--- config.mk ---
export PLATFORM = sky130hd
export DESIGN_NAME = crc_escape_frame_encoder
export DESIGN_NICKNAME = d
export VERILOG_FILES = /design/src/hw/rtl/cefe_pkg.sv /design/src/hw/rtl/cefe_ctrl.sv /design/src/hw/rtl/cefe_datapath.sv /design/src/hw/rtl/crc_escape_frame_encoder.sv
export VERILOG_INCLUDE_DIRS = /design/src /design/src/hw/rtl
export SDC_FILE = /design/constraint.sdc
export NUM_CORES = 1
export LEC_CHECK = 0
export ABC_AREA = 0
export BUFFER_PORTS_ARGS = -buffer_cell sky130_fd_sc_hd__buf_2
export CAP_MARGIN = 25
export CORE_MARGIN = 3
export CORE_UTILIZATION = 67
export DETAILED_ROUTE_END_ITERATION = 16
export GPL_ROUTABILITY_DRIVEN = 0
export HOLD_SLACK_MARGIN = 0.06
export PLACE_DENSITY = 0.87
export SLEW_MARGIN = 10
export SYNTH_ARGS = -nofsm -noshare
export SYNTH_HDL_FRONTEND = slang
export SYNTH_HIERARCHICAL = 1
export SYNTH_SLANG_ARGS = --single-unit
--- constraint.sdc ---
create_clock -name clk -period 5.6 [get_ports clk]
set_input_delay 1.12 -clock clk [delete_from_list [all_inputs] [get_ports clk]]
set_output_delay 1.12 -clock clk [all_outputs]
set_load 0.1 [all_outputs]
--- src/hw/rtl/crc_escape_frame_encoder_macros.svh ---
// ----------------------------------------------------------------------------
// crc escape frame encoder assertion macros
// shared concurrent assertion forms, clocked on clk, off while rst_n is low
// ----------------------------------------------------------------------------
`ifndef CRC_ESCAPE_FRAME_ENCODER_MACROS_SVH
`define CRC_ESCAPE_FRAME_ENCODER_MACROS_SVH

// same-cycle implication
`define CEFE_ASSERT_IMPL(label, ante, cons) \
    label: assert property (@(posedge clk) disable iff (!rst_n) (ante) |-> (cons)) \
        else $error("cefe same-cycle check failed");

// next-cycle implication
`define CEFE_ASSERT_NEXT(label, ante, cons) \
    label: assert property (@(posedge clk) disable iff (!rst_n) (ante) |=> (cons)) \
        else $error("cefe next-cycle check failed");

`endif

--- src/hw/rtl/cefe_pkg.sv ---
// ----------------------------------------------------------------------------
// cefe_pkg
// shared constants, command and status types and the crc byte update
// ----------------------------------------------------------------------------
package cefe_pkg;

    localparam int FRAME_BYTES_DEF = 48;
    localparam int BYTE_W          = 8;
    localparam int FILL_W          = 6;
    localparam int MAX_RESULTS     = 58;
    localparam int CNT_W           = 6;
    localparam int CRC_W           = 32;
    localparam int CRC_BYTES       = 4;
    localparam int K_W             = 3;

    localparam logic [CRC_W-1:0] CRC_POLY = 32'hEDB8_8320;
    localparam logic [CRC_W-1:0] CRC_INIT = 32'hFFFF_FFFF;

    localparam logic [BYTE_W-1:0] BYTE_ESC     = 8'h99;
    localparam logic [BYTE_W-1:0] BYTE_PAD     = 8'h9A;
    localparam logic [BYTE_W-1:0] BYTE_HEAD    = 8'h9B;
    localparam logic [BYTE_W-1:0] BYTE_CLOSE   = 8'h9C;
    localparam logic [BYTE_W-1:0] BYTE_MARK    = 8'h9D;
    localparam logic [BYTE_W-1:0] BYTE_ESC_XOR = 8'h10;

    typedef logic [2:0] op_t;
    localparam op_t OP_NONE  = 3'd0;
    localparam op_t OP_MARK  = 3'd1;
    localparam op_t OP_HEAD  = 3'd2;
    localparam op_t OP_DATA  = 3'd3;
    localparam op_t OP_PAD   = 3'd4;
    localparam op_t OP_CLOSE = 3'd5;

    typedef struct packed {
        logic load;
        op_t  op;
    } cmd_t;

    typedef struct packed {
        logic slot_free;
        logic marker_pending;
        logic frame_open;
        logic pad_needed;
        logic more_data;
        logic msg_last;
    } sts_t;

    // reflected crc-32 over one byte, bit at a time
    function automatic logic [CRC_W-1:0] crc_byte(input logic [CRC_W-1:0] crc,
                                                   input logic [BYTE_W-1:0] data);
        logic [CRC_W-1:0] c;
        c = crc ^ {{(CRC_W-BYTE_W){1'b0}}, data};
        for (int i = 0; i < BYTE_W; i++)
        begin
            c = (c >> 1) ^ (c[0] ? CRC_POLY : '0);
        end
        return c;
    endfunction

endpackage

--- src/hw/rtl/cefe_ctrl.sv ---
// ----------------------------------------------------------------------------
// cefe_ctrl
// sequencer: picks the next byte kind to emit for each input request
// ----------------------------------------------------------------------------
module cefe_ctrl
    import cefe_pkg::*;
(
    input  logic clk,
    input  logic rst_n,
    input  logic in_valid,
    output logic in_ready,
    input  sts_t sts,
    output cmd_t cmd
);

    localparam logic [1:0] S_IDLE = 2'd0;
    localparam logic [1:0] S_EMIT = 2'd1;
    localparam logic [1:0] S_PAD  = 2'd2;

    logic [1:0] state_reg;
    logic [1:0] state_next;

    always_comb
    begin
        state_next = state_reg;
        cmd        = '0;
        in_ready   = (state_reg == S_IDLE);
        unique case (state_reg)
            S_IDLE:
            begin
                if (in_valid)
                begin
                    cmd.load   = 1'b1;
                    state_next = S_EMIT;
                end
            end
            S_EMIT:
            begin
                if (sts.slot_free)
                begin
                    if (sts.marker_pending)
                        cmd.op = OP_MARK;
                    else if (!sts.frame_open)
                        cmd.op = OP_HEAD;
                    else
                    begin
                        cmd.op = OP_DATA;
                        if (!sts.more_data)
                            state_next = sts.msg_last ? S_PAD : S_IDLE;
                    end
                end
            end
            S_PAD:
            begin
                if (sts.slot_free)
                begin
                    if (sts.pad_needed)
                        cmd.op = OP_PAD;
                    else
                    begin
                        cmd.op     = OP_CLOSE;
                        state_next = S_IDLE;
                    end
                end
            end
            default:
            begin
                state_next = S_IDLE;
            end
        endcase
    end

    always_ff @(posedge clk or negedge rst_n)
    begin
        if (!rst_n)
            state_reg <= S_IDLE;
        else
            state_reg <= state_next;
    end

endmodule

--- src/hw/rtl/cefe_datapath.sv ---
// ----------------------------------------------------------------------------
// cefe_datapath
// crc, escape and framing state with the output byte register
// ----------------------------------------------------------------------------
`include "crc_escape_frame_encoder_macros.svh"

module cefe_datapath
    import cefe_pkg::*;
#(
    parameter int FRAME_BYTES = FRAME_BYTES_DEF
)
(
    input  logic              clk,
    input  logic              rst_n,
    input  cmd_t              cmd,
    output sts_t              sts,
    input  logic [BYTE_W-1:0] in_byte,
    input  logic              msg_last,
    output logic              out_valid,
    input  logic              out_ready,
    output logic [BYTE_W-1:0] out_byte,
    output logic              frame_end,
    output logic              message_end,
    output logic              run_end
);

    localparam logic [FILL_W-1:0] DATA_BYTES = FILL_W'(FRAME_BYTES - 2);

    logic [BYTE_W-1:0] byte_reg;
    logic              last_reg,    last_next;
    logic [K_W-1:0]    k_reg,       k_next;
    logic              esc_reg,     esc_next;
    logic [CRC_W-1:0]  crc_reg,     crc_next;
    logic [FILL_W-1:0] fill_reg,    fill_next;
    logic              open_reg,    open_next;
    logic              pending_reg, pending_next;
    logic [CNT_W-1:0]  count_reg,   count_next;
    logic              ovalid_reg,  ovalid_next;
    logic [BYTE_W-1:0] obyte_reg;
    logic              ofend_reg, omend_reg, orun_reg;

    logic [CRC_W-1:0]  crc_fin;
    logic [1:0]        crc_idx;
    logic [BYTE_W-1:0] raw;
    logic              needs_esc;
    logic [BYTE_W-1:0] data_byte;
    logic              more_data;
    logic [FILL_W-1:0] fill_inc;
    logic              slot_free;
    logic              fire;
    logic              store;
    logic [BYTE_W-1:0] e_byte;
    logic              e_fend, e_mend, e_last;

    // current raw data byte: the message byte, then the inverted crc lsb first
    assign crc_fin   = ~crc_reg;
    assign crc_idx   = 2'(k_reg - K_W'(1));
    assign raw       = (k_reg == '0) ? byte_reg : BYTE_W'(crc_fin >> {crc_idx, 3'b000});
    assign needs_esc = (raw >= BYTE_ESC) && (raw <= BYTE_MARK);
    assign data_byte = esc_reg ? (raw ^ BYTE_ESC_XOR) : (needs_esc ? BYTE_ESC : raw);
    assign more_data = (!esc_reg && needs_esc) || (last_reg && (k_reg < K_W'(CRC_BYTES)));
    assign fill_inc  = fill_reg + FILL_W'(1);

    assign slot_free = !ovalid_reg || out_ready;
    assign fire      = (cmd.op != OP_NONE);
    assign store     = fire && (count_reg < CNT_W'(MAX_RESULTS));

    assign sts.slot_free      = slot_free;
    assign sts.marker_pending = pending_reg;
    assign sts.frame_open     = open_reg;
    assign sts.pad_needed     = !pending_reg && (fill_reg < DATA_BYTES);
    assign sts.more_data      = more_data;
    assign sts.msg_last       = last_reg;

    always_comb
    begin
        e_byte = data_byte;
        e_fend = 1'b0;
        e_mend = 1'b0;
        e_last = 1'b0;
        case (cmd.op)
            OP_MARK:
            begin
                e_byte = BYTE_MARK;
                e_fend = 1'b1;
            end
            OP_HEAD:  e_byte = BYTE_HEAD;
            OP_DATA:  e_last = !more_data && !last_reg;
            OP_PAD:   e_byte = BYTE_PAD;
            OP_CLOSE:
            begin
                e_byte = BYTE_CLOSE;
                e_fend = 1'b1;
                e_mend = 1'b1;
                e_last = 1'b1;
            end
            default:  e_byte = data_byte;
        endcase
    end

    always_comb
    begin
        last_next    = last_reg;
        k_next       = k_reg;
        esc_next     = esc_reg;
        crc_next     = crc_reg;
        fill_next    = fill_reg;
        open_next    = open_reg;
        pending_next = pending_reg;
        count_next   = count_reg;
        ovalid_next  = ovalid_reg;

        if (out_ready)
            ovalid_next = 1'b0;

        if (cmd.load)
        begin
            last_next  = msg_last;
            k_next     = '0;
            esc_next   = 1'b0;
            crc_next   = crc_byte(crc_reg, in_byte);
            count_next = '0;
        end

        if (fire)
        begin
            ovalid_next = store;
            if (store)
                count_next = count_reg + CNT_W'(1);
        end

        case (cmd.op)
            OP_MARK:
            begin
                pending_next = 1'b0;
                open_next    = 1'b0;
            end
            OP_HEAD:
            begin
                open_next = 1'b1;
                fill_next = '0;
            end
            OP_DATA:
            begin
                fill_next = fill_inc;
                if (fill_inc >= DATA_BYTES)
                    pending_next = 1'b1;
                if (!esc_reg && needs_esc)
                    esc_next = 1'b1;
                else
                begin
                    esc_next = 1'b0;
                    k_next   = k_reg + K_W'(1);
                end
            end
            OP_PAD:   fill_next = fill_inc;
            OP_CLOSE:
            begin
                crc_next     = CRC_INIT;
                fill_next    = '0;
                open_next    = 1'b0;
                pending_next = 1'b0;
            end
            default:  ;
        endcase
    end

    always_ff @(posedge clk or negedge rst_n)
    begin
        if (!rst_n)
        begin
            last_reg    <= 1'b0;
            k_reg       <= '0;
            esc_reg     <= 1'b0;
            crc_reg     <= CRC_INIT;
            fill_reg    <= '0;
            open_reg    <= 1'b0;
            pending_reg <= 1'b0;
            count_reg   <= '0;
            ovalid_reg  <= 1'b0;
        end
        else
        begin
            last_reg    <= last_next;
            k_reg       <= k_next;
            esc_reg     <= esc_next;
            crc_reg     <= crc_next;
            fill_reg    <= fill_next;
            open_reg    <= open_next;
            pending_reg <= pending_next;
            count_reg   <= count_next;
            ovalid_reg  <= ovalid_next;
        end
    end

    // payload registers
    always_ff @(posedge clk)
    begin
        if (cmd.load)
            byte_reg <= in_byte;
        if (store)
        begin
            obyte_reg <= e_byte;
            ofend_reg <= e_fend;
            omend_reg <= e_mend;
            orun_reg  <= e_last || (count_reg == CNT_W'(MAX_RESULTS - 1));
        end
    end

    assign out_valid   = ovalid_reg;
    assign out_byte    = obyte_reg;
    assign frame_end   = ofend_reg;
    assign message_end = omend_reg;
    assign run_end     = orun_reg;

    `CEFE_ASSERT_IMPL(a_pending_open, pending_reg, open_reg)
    `CEFE_ASSERT_IMPL(a_fill_bound, 1'b1, fill_reg <= DATA_BYTES)
    `CEFE_ASSERT_IMPL(a_msg_end_closes, ovalid_reg && omend_reg, ofend_reg && orun_reg)
    `CEFE_ASSERT_NEXT(a_close_resets, cmd.op == OP_CLOSE, crc_reg == CRC_INIT && !open_reg)

endmodule

--- src/hw/rtl/crc_escape_frame_encoder.sv ---
// ----------------------------------------------------------------------------
// crc_escape_frame_encoder
// crc-32 byte-stuffing fixed-frame encoder, top level
// ----------------------------------------------------------------------------
// Message bytes come in one per request on the slave side, the final one
// flagged by s_axis_tlast. A reflected crc-32 (init all ones, final
// inversion) runs over the raw bytes; bytes 0x99..0x9d go out as 0x99 then
// the byte xor 0x10, and after the final byte the four crc bytes follow,
// least significant first, escaped alike. The stream is cut into frames of
// FRAME_BYTES: 0x9b, FRAME_BYTES-2 data bytes (0x9a padding in the closing
// frame) and an end byte, 0x9c on the closing frame, 0x9d otherwise; the end
// byte of a full frame is held back until the next data byte or the message
// end decides which it is. An input is accepted, then each output byte it
// produces (header, end bytes, escapes, and after the final byte its crc
// bytes, the padding of the closing frame and the closing end byte) goes
// through the single output byte register, one byte per cycle while the
// master side is ready; the next input is accepted only once the last
// output byte of the current one is in that register. Back-pressure on
// the master side holds the sequencer.
// ----------------------------------------------------------------------------
module crc_escape_frame_encoder
    import cefe_pkg::*;
#(
    parameter int FRAME_BYTES = FRAME_BYTES_DEF   // 4 .. 64
)
(
    input  logic              clk,
    input  logic              rst_n,
    // input stream
    input  logic              s_axis_tvalid,
    output logic              s_axis_tready,
    input  logic [BYTE_W-1:0] s_axis_tdata,       // [7:0] in_byte
    input  logic              s_axis_tlast,       // msg_last
    // output stream
    output logic              m_axis_tvalid,
    input  logic              m_axis_tready,
    output logic [BYTE_W-1:0] m_axis_tdata,       // [7:0] out_byte
    output logic [1:0]        m_axis_tuser,       // [0] frame_end, [1] message_end
    output logic              m_axis_tlast        // run_end: last byte of this request
);

    cmd_t cmd;
    sts_t sts;
    logic frame_end;
    logic message_end;

    // sequencer: decides mark / header / data / padding / close
    cefe_ctrl u_ctrl (
        .clk      (clk),
        .rst_n    (rst_n),
        .in_valid (s_axis_tvalid),
        .in_ready (s_axis_tready),
        .sts      (sts),
        .cmd      (cmd)
    );

    // crc, escaping, frame fill and the output register
    cefe_datapath #(
        .FRAME_BYTES (FRAME_BYTES)
    ) u_datapath (
        .clk         (clk),
        .rst_n       (rst_n),
        .cmd         (cmd),
        .sts         (sts),
        .in_byte     (s_axis_tdata),
        .msg_last    (s_axis_tlast),
        .out_valid   (m_axis_tvalid),
        .out_ready   (m_axis_tready),
        .out_byte    (m_axis_tdata),
        .frame_end   (frame_end),
        .message_end (message_end),
        .run_end     (m_axis_tlast)
    );

    assign m_axis_tuser = {message_end, frame_end};

endmodule

==> results of run 1 <==
[logic make-up (layout without fill, tap and decap cells)]
kind of cell	count (synthesis)	count (layout)	share of synthesized area [%]
simple gates	152	152	14.1
compound gates	104	104	13.7
mux	16	16	5.88
fa+ha+maj	11	11	2.90
buf+inv	45	62	4.59
xor+xnor	72	72	17.5
flops	73	73	41.3
[final cells by class]
type,instances,area (um2),share of cell area [%]
multi-input cells,355,2570,50.5
clock buffers,9,124,2.44
flip-flops and latches,73,1960,38.6
inverters,16,60.1,1.18
repair buffers,30,170,3.35
well taps,96,120,2.36
clock inverters,7,80.1,1.58
[cells in the mapped netlist (all sizes together), types with 5 or more instances]
library cell / instances / area share (%)
nand2: 84 / 6.6
o21ai: 48 / 5.1
xnor2: 43 / 10
dfstp: 32 / 18
nor2: 26 / 2.1
xor2: 26 / 5.6
dfrtp: 22 / 12
edfxtp: 19 / 12
a21oi: 17 / 1.8
clkbuf: 16 / 1.7
inv: 15 / 1.2
buf: 13 / 1.6
ha: 11 / 2.9
nand3: 11 / 1.2
mux4: 9 / 4.4
nand2b: 9 / 1.2
mux2i: 5 / 1.1
nor3: 5 / 0.53
o211ai: 5 / 0.79
[critical path, cell delays in order (launching register included)]
cell      delay, ns
dfrtp_1        0.70
inv_2          0.15
ha_1           0.63
nor4b_1        0.33
a21oi_1        0.13
a31oi_1        0.25
nand4_2        0.30
o21ai_1        0.17
o21ai_1        0.07
o21ai_1        0.10
a211oi_2       0.07
mux2_1         0.33
[through the flow]
| stage | util (%) | cells |
|---|---|---|
| global placement | 71.2 | 569 |
| global route | 74.4 | 586 |
| CTS | 74.2 | 585 |
| detailed placement | 71.2 | 569 |
| finish | 74.4 | 586 |
| floorplan | - | 473 |
[final timing paths]
| kind | startpoint | endpoint | slack, ns | depth (start not counted) |
|---|---|---|---|---|
| max | u_datapath/k_reg[0]$_DFF_PN0_ | u_ctrl/state_reg[0]$_DFFE_PN0P_ | 2.26 | 11 |
| min | u_datapath/count_reg[4]$_DFF_PN0_ | u_datapath/count_reg[4]$_DFF_PN0_ | 0.52 | 1 |
| max reg2reg | u_datapath/k_reg[0]$_DFF_PN0_ | u_ctrl/state_reg[0]$_DFFE_PN0P_ | 2.26 | 11 |
| min reg2reg | u_datapath/count_reg[4]$_DFF_PN0_ | u_datapath/count_reg[4]$_DFF_PN0_ | 0.52 | 1 |
| max in group asynchronous | rst_n | u_datapath/k_reg[0]$_DFF_PN0_ | 4.27 | 2 |
| min in group asynchronous | rst_n | u_datapath/count_reg[4]$_DFF_PN0_ | 0.88 | 2 |
[metal layers]
metal / vias to the layer above / global-route usage [%] / part of all wire, %
met1: 1727 / 34.2 / 40
met4: 0 / 9.18 / 2.2
met3: 22 / 4.10 / 6.5
met5: - / 0 / 0
li1: 1652 / - / -
met2: 163 / 46.4 / 51
==> impl_metrics.prom, run 1 <==
# TYPE chip_impl_metric gauge
chip_impl_metric{name="yosysUniqueCellTypes",unit=""} 62
chip_impl_metric{name="number_of_flip_flops_in_the_largest_register",unit=""} 32
chip_impl_info{name="layout.cells.most_common",value="nand2_1"} 1
chip_impl_metric{name="detailedRoute.firstIterationViolations",unit=""} 337
chip_impl_metric{name="maxClockFrequency",unit="MHz"} 299
chip_impl_metric{name="worst-path-max-fanout",unit=""} 14
chip_impl_metric{name="grt_pass1_wl",unit="um"} 17400
chip_impl_metric{name="worstMarginPinSlew",unit="ns"} 0.715
chip_impl_metric{name="final_max_slew_viol_count",unit=""} 0
chip_impl_info{name="rsz_0062_raised_after_global_routing",value="false"} 1
chip_impl_metric{name="avgSynthCellArea",unit="um2"} 10.0
chip_impl_metric{name="htree_num_levels",unit=""} 3
chip_impl_metric{name="io_buffers",unit=""} 25
chip_impl_metric{name="synth_sequential_area_ratio",unit="%"} 41.3
chip_impl_metric{name="postPlaceCellArea",unit="mm2"} 0.00486
chip_impl_metric{name="num_antenna_cells",unit=""} 0
chip_impl_metric{name="layout_filler_cell_count",unit=""} 497
chip_impl_info{name="status",value="finished, final reports clean"} 1
chip_impl_metric{name="clkSinkCount",unit=""} 73
chip_impl_metric{name="final_design_area_no_fill",unit="mm2"} 0.00508
chip_impl_metric{name="layout-drive-gt1-share",unit="%"} 22.0
chip_impl_metric{name="cell_count_after_synthesis",unit=""} 473
chip_impl_metric{name="synth_async_sr_flop_share",unit="%"} 74.0
chip_impl_metric{name="core_region_area",unit="mm2"} 0.00683
chip_impl_metric{name="cts-buffers-inserted",unit=""} 9
chip_impl_info{name="cts_tree",value="built"} 1
chip_impl_metric{name="synth.cell_area",unit="mm2"} 0.00475
chip_impl_metric{name="required",unit="ns"} 5.84
chip_impl_metric{name="ys.warnings.count",unit=""} 6
chip_impl_metric{name="area_growth",unit="%"} 7.12
chip_impl_metric{name="die_width",unit="um"} 90.2
chip_impl_metric{name="firstDrtPassIters",unit=""} 5
chip_impl_metric{name="fp-row-count",unit=""} 30
chip_impl_metric{name="setup_viol",unit=""} 0
chip_impl_metric{name="route.antenna.remaining_nets",unit=""} 0
chip_impl_metric{name="worst_hold_slack",unit="ns"} 0.518
chip_impl_metric{name="grt_antenna_before_repair",unit=""} 0
chip_impl_metric{name="fin_worst_skew",unit="ns"} 0.00810
chip_impl_metric{name="dpl_worst_slack",unit="ns"} 1.98
chip_impl_metric{name="setup_total_negative_slack",unit="ns"} 0
chip_impl_info{name="critical_path.startpoint_type",value="flip-flop"} 1
chip_impl_info{name="criticalPathCategory",value="flip-flop to flip-flop"} 1
chip_impl_info{name="clock_tree.root_cell",value="clkbuf_8"} 1
chip_impl_metric{name="synth_edf_count",unit=""} 19
chip_impl_metric{name="timing.max_cap.violations",unit=""} 0
chip_impl_metric{name="count_of_boundary_i_o_pins",unit=""} 26
chip_impl_info{name="most_frequently_used_flop_master_after_synthesis",value="dfstp_2"} 1
chip_impl_metric{name="detail_route.drc_violations",unit=""} 0
chip_impl_metric{name="floorplan.initialDensity",unit="%"} 69.5
chip_impl_info{name="cp-end-kind",value="flip-flop"} 1
chip_impl_metric{name="synth.net_count",unit=""} 497
chip_impl_metric{name="first_global_vias",unit=""} 3538
chip_impl_metric{name="grt.overflow.total",unit=""} 0
chip_impl_metric{name="cts_repair_resize_count",unit=""} 0
chip_impl_metric{name="vias",unit=""} 3564
chip_impl_metric{name="maximum_number_of_pins_on_one_net_before_global_route_repair",unit=""} 62
chip_impl_metric{name="avgRoutedWirePerCell",unit="um"} 17.6
chip_impl_metric{name="clockBufferDepth",unit=""} 2
chip_impl_metric{name="report.final.hold_viol_count",unit=""} 0
chip_impl_metric{name="groute.usage.overall",unit="%"} 26.7
chip_impl_metric{name="crit_arrival",unit="ns"} 3.58
chip_impl_metric{name="dp.final_hpwl",unit="um"} 7080
chip_impl_metric{name="num-nets-final",unit=""} 509
chip_impl_metric{name="detail_route.vias_per_cell",unit=""} 6.08
chip_impl_info{name="layout.cells.most_common_list",value="nand2_1, xnor2_1, dfstp_2"} 1
chip_impl_metric{name="final.setup.worst_slack",unit="ns"} 2.26
chip_impl_metric{name="timing.final.crit_share",unit="%"} 59.7
chip_impl_metric{name="fp.dieArea",unit="mm2"} 0.00813
chip_impl_metric{name="clock_insertion_delay_worst_skew",unit="ns"} 0.36
chip_impl_info{name="hp-class",value="flip-flop to flip-flop"} 1
chip_impl_metric{name="die_h",unit="um"} 90.2
chip_impl_metric{name="path_clk_slew",unit="ns"} 0.09
chip_impl_metric{name="cts_setup_buffers",unit=""} 0
chip_impl_metric{name="post_layout_min_period",unit="ns"} 3.34
chip_impl_metric{name="synth-seq-cells",unit=""} 73
chip_impl_metric{name="slew-limit-headroom",unit="%"} 52.3
chip_impl_metric{name="postRouteWirelength",unit="um"} 10300
chip_impl_metric{name="hold_buffer_count_at_cts",unit=""} 0
Power of run 1 is left out: the tool's default activity adds up to more than one toggle a clock period on the data nets, which glitch-free logic cannot reach.
==> inputs of run 2 (changes only) <==
--- a/config.mk
+++ b/config.mk
@@ -10,11 +10,11 @@
 export BUFFER_PORTS_ARGS = -buffer_cell sky130_fd_sc_hd__buf_2
 export CAP_MARGIN = 25
 export CORE_MARGIN = 3
-export CORE_UTILIZATION = 67
+export CORE_UTILIZATION = 62
 export DETAILED_ROUTE_END_ITERATION = 16
 export GPL_ROUTABILITY_DRIVEN = 0
 export HOLD_SLACK_MARGIN = 0.06
-export PLACE_DENSITY = 0.87
+export PLACE_DENSITY = 0.82
 export SLEW_MARGIN = 10
 export SYNTH_ARGS = -nofsm -noshare
 export SYNTH_HDL_FRONTEND = slang
==> constraint.sdc (replaced) <==
create_clock -name clk -period 3.3 [get_ports clk]
set_input_delay 0.66 -clock clk [delete_from_list [all_inputs] [get_ports clk]]
set_output_delay 0.66 -clock clk [all_outputs]
set_load 0.1 [all_outputs]
==> run 2 against run 1 <==
Net effect: worst hold slack got worse by 0.14 ns; sequential share of layout area is 0.33 points lower; global-route usage down 0.74 points; via count about the same; die area increased by 7.5%; register-to-register slack lost 1.8 ns; critical path type unchanged.
==> impl_metrics.prom, run 2 (synthesized netlist as in run 1, its figures left out) <==
# TYPE chip_impl_metric gauge
chip_impl_info{name="status",value="finished, final reports clean"} 1
chip_impl_metric{name="dp.cells",unit=""} 577
chip_impl_metric{name="vias",unit=""} 3561
chip_impl_metric{name="clock_insertion_delay_worst_skew",unit="ns"} 0.35
chip_impl_metric{name="reg2reg_setup_slack",unit="ns"} 0.41
chip_impl_metric{name="setup_total_negative_slack",unit="ns"} 0
chip_impl_info{name="layout.cells.most_common_list",value="nand2_1, xnor2_1, dfstp_2"} 1
chip_impl_info{name="hp-class",value="primary input to asynchronous set/reset pin"} 1
chip_impl_metric{name="die_h",unit="um"} 93.5
chip_impl_metric{name="count_of_boundary_i_o_pins",unit=""} 26
chip_impl_metric{name="detailedRoute.firstIterationViolations",unit=""} 251
chip_impl_info{name="top_usage_layer",value="met2"} 1
chip_impl_metric{name="postRouteWirelength",unit="um"} 10500
chip_impl_info{name="clock_tree.root_cell",value="clkbuf_8"} 1
chip_impl_metric{name="global_route.usage.met1",unit="%"} 33.5
chip_impl_metric{name="final_max_slew_viol_count",unit=""} 0
chip_impl_metric{name="route.antenna.remaining_nets",unit=""} 0
chip_impl_metric{name="dpl_worst_slack",unit="ns"} 0.459
chip_impl_metric{name="worst-path-max-fanout",unit=""} 14
chip_impl_metric{name="layout.cells.non_filler",unit=""} 593
chip_impl_info{name="r2r-start",value="u_datapath/k_reg[0]$_DFF_PN0_"} 1
chip_impl_info{name="criticalPathCategory",value="flip-flop to flip-flop"} 1
chip_impl_metric{name="firstDrtPassIters",unit=""} 5
chip_impl_metric{name="layout-drive-gt1-share",unit="%"} 22.5
chip_impl_metric{name="timing.max_cap.violations",unit=""} 0
chip_impl_info{name="critical_path.startpoint_type",value="flip-flop"} 1
chip_impl_metric{name="detail_route.vias_per_cell",unit=""} 6.01
chip_impl_metric{name="timing.final.crit_share",unit="%"} 87.6
chip_impl_info{name="layout.cells.most_common",value="nand2_1"} 1
chip_impl_metric{name="post_layout_min_period",unit="ns"} 2.89
chip_impl_metric{name="die_width",unit="um"} 93.5
chip_impl_metric{name="first_global_vias",unit=""} 3479
chip_impl_metric{name="setup_viol",unit=""} 0
chip_impl_info{name="timing.critical_path.slowest_stage_cell",value="ha_1"} 1
chip_impl_metric{name="maxClockFrequency",unit="MHz"} 346
chip_impl_metric{name="final.setup.worst_slack",unit="ns"} 0.410
chip_impl_metric{name="worstMarginPinSlew",unit="ns"} 0.790
chip_impl_metric{name="core_region_area",unit="mm2"} 0.00733
chip_impl_metric{name="slew-limit-headroom",unit="%"} 47.3
chip_impl_metric{name="detail_route.drc_violations",unit=""} 0
chip_impl_metric{name="clkSinkCount",unit=""} 73
chip_impl_metric{name="area_growth",unit="%"} 8.04
chip_impl_metric{name="io_buffers",unit=""} 25
chip_impl_metric{name="fp-row-count",unit=""} 31
chip_impl_metric{name="met3_usage",unit="%"} 4.91
chip_impl_metric{name="groute.usage.overall",unit="%"} 26.0
chip_impl_info{name="critical_path.reg2reg.endpoint",value="u_ctrl/state_reg[0]$_DFFE_PN0P_"} 1
chip_impl_metric{name="num-nets-final",unit=""} 513
chip_impl_metric{name="grt_pass1_wl",unit="um"} 17500
chip_impl_metric{name="maximum_number_of_pins_on_one_net_before_global_route_repair",unit=""} 60
chip_impl_metric{name="slowest_delay",unit="ns"} 0.60
chip_impl_metric{name="grt_antenna_before_repair",unit=""} 0
chip_impl_metric{name="crit_arrival",unit="ns"} 3.11
chip_impl_metric{name="path_clk_slew",unit="ns"} 0.09
chip_impl_info{name="rsz_0062_raised_after_global_routing",value="false"} 1
chip_impl_info{name="path_delay_family",value="compound AO/OA/AOI/OAI gates"} 1
chip_impl_info{name="path_cells",value="inv_2, ha_1, mux4_2, nand2_1, o22a_1, nand4_2, o21ai_1, o21ai_1, o21ai_1, a211oi_2, mux2_1"} 1
chip_impl_metric{name="use_met2",unit="%"} 44.1
chip_impl_metric{name="grt.overflow.total",unit=""} 0
chip_impl_metric{name="dp.final_hpwl",unit="um"} 7300
chip_impl_metric{name="layout_filler_cell_count",unit=""} 546
chip_impl_metric{name="cts-buffers-inserted",unit=""} 9
chip_impl_info{name="cp-end-kind",value="flip-flop"} 1
chip_impl_metric{name="floorplan.initialDensity",unit="%"} 64.7
chip_impl_metric{name="report.final.hold_viol_count",unit=""} 0
chip_impl_metric{name="worst-path-buf-inv",unit=""} 1
chip_impl_metric{name="fin_worst_skew",unit="ns"} 0.0154
chip_impl_metric{name="cts_repair_resize_count",unit=""} 0
chip_impl_metric{name="timing.reg2reg.worst_path_depth",unit=""} 11
chip_impl_metric{name="htree_num_levels",unit=""} 3
chip_impl_metric{name="hold_buffer_count_at_cts",unit=""} 0
chip_impl_metric{name="number_of_flip_flops_in_the_largest_register",unit=""} 32
chip_impl_metric{name="cts_setup_buffers",unit=""} 0
chip_impl_metric{name="avgRoutedWirePerCell",unit="um"} 17.8
chip_impl_metric{name="required",unit="ns"} 3.52
chip_impl_metric{name="num_antenna_cells",unit=""} 0
chip_impl_metric{name="fp.dieArea",unit="mm2"} 0.00874
chip_impl_metric{name="post-route-util",unit="%"} 69.9
chip_impl_info{name="cell_with_the_most_instances_on_the_worst_path",value="o21ai_1"} 1
chip_impl_metric{name="clockBufferDepth",unit=""} 2
chip_impl_info{name="cts_tree",value="built"} 1
==> run 2: routing by layer <==
| metal | vias up | wire length (um) |
|---|---|---|
| met5 | - | 0 |
| met4 | 0 | 147 |
| met3 | 15 | 674 |
| met2 | 153 | 5400 |
| met1 | 1728 | 4320 |
| li1 | 1665 | - |
==> run 2: worst max path at each step <==
| stage | from | end | slack (ns) | cells after the start |
|---|---|---|---|---|
| 2_1_floorplan | u_datapath/out_valid$_DFFE_PN0P_ | u_datapath/count_reg[4]$_DFF_PN0_ | 0.46 | 10 |
| 3_3_place_gp | u_datapath/k_reg[0]$_DFF_PN0_ | u_ctrl/state_reg[0]$_DFFE_PN0P_ | 0.58 | 11 |
| 3_5_place_dp | u_datapath/k_reg[0]$_DFF_PN0_ | u_ctrl/state_reg[0]$_DFFE_PN0P_ | 0.46 | 11 |
| 4_1_cts | u_datapath/k_reg[0]$_DFF_PN0_ | u_ctrl/state_reg[0]$_DFFE_PN0P_ | 0.44 | 11 |
| 5_1_grt | u_datapath/k_reg[0]$_DFF_PN0_ | u_ctrl/state_reg[0]$_DFFE_PN0P_ | 0.19 | 11 |
| 6_report | u_datapath/k_reg[0]$_DFF_PN0_ | u_ctrl/state_reg[0]$_DFFE_PN0P_ | 0.41 | 11 |
==> run 2: cell type report <==
cell class	instances	area, um2	area share, %
well taps	99	124	2.42
repair buffers	34	193	3.76
clock inverters	5	80.1	1.56
inverters	16	60.1	1.17
clock buffers	11	141	2.76
flip-flops and latches	73	1960	38.3
multi-input cells	355	2570	50.1
==> run 2: per-stage QoR <==
| step | area [um2] | hold slack [ns] |
|---|---|---|
| after floorplan | 4750 | 0.364 |
| after global routing | 5130 | 0.428 |
| final | 5130 | 0.382 |
| after global placement | 4910 | 0.502 |
| after CTS | 5130 | 0.400 |
| after detailed placement | 4910 | 0.521 |
Power of run 2 is left out for the same reason.
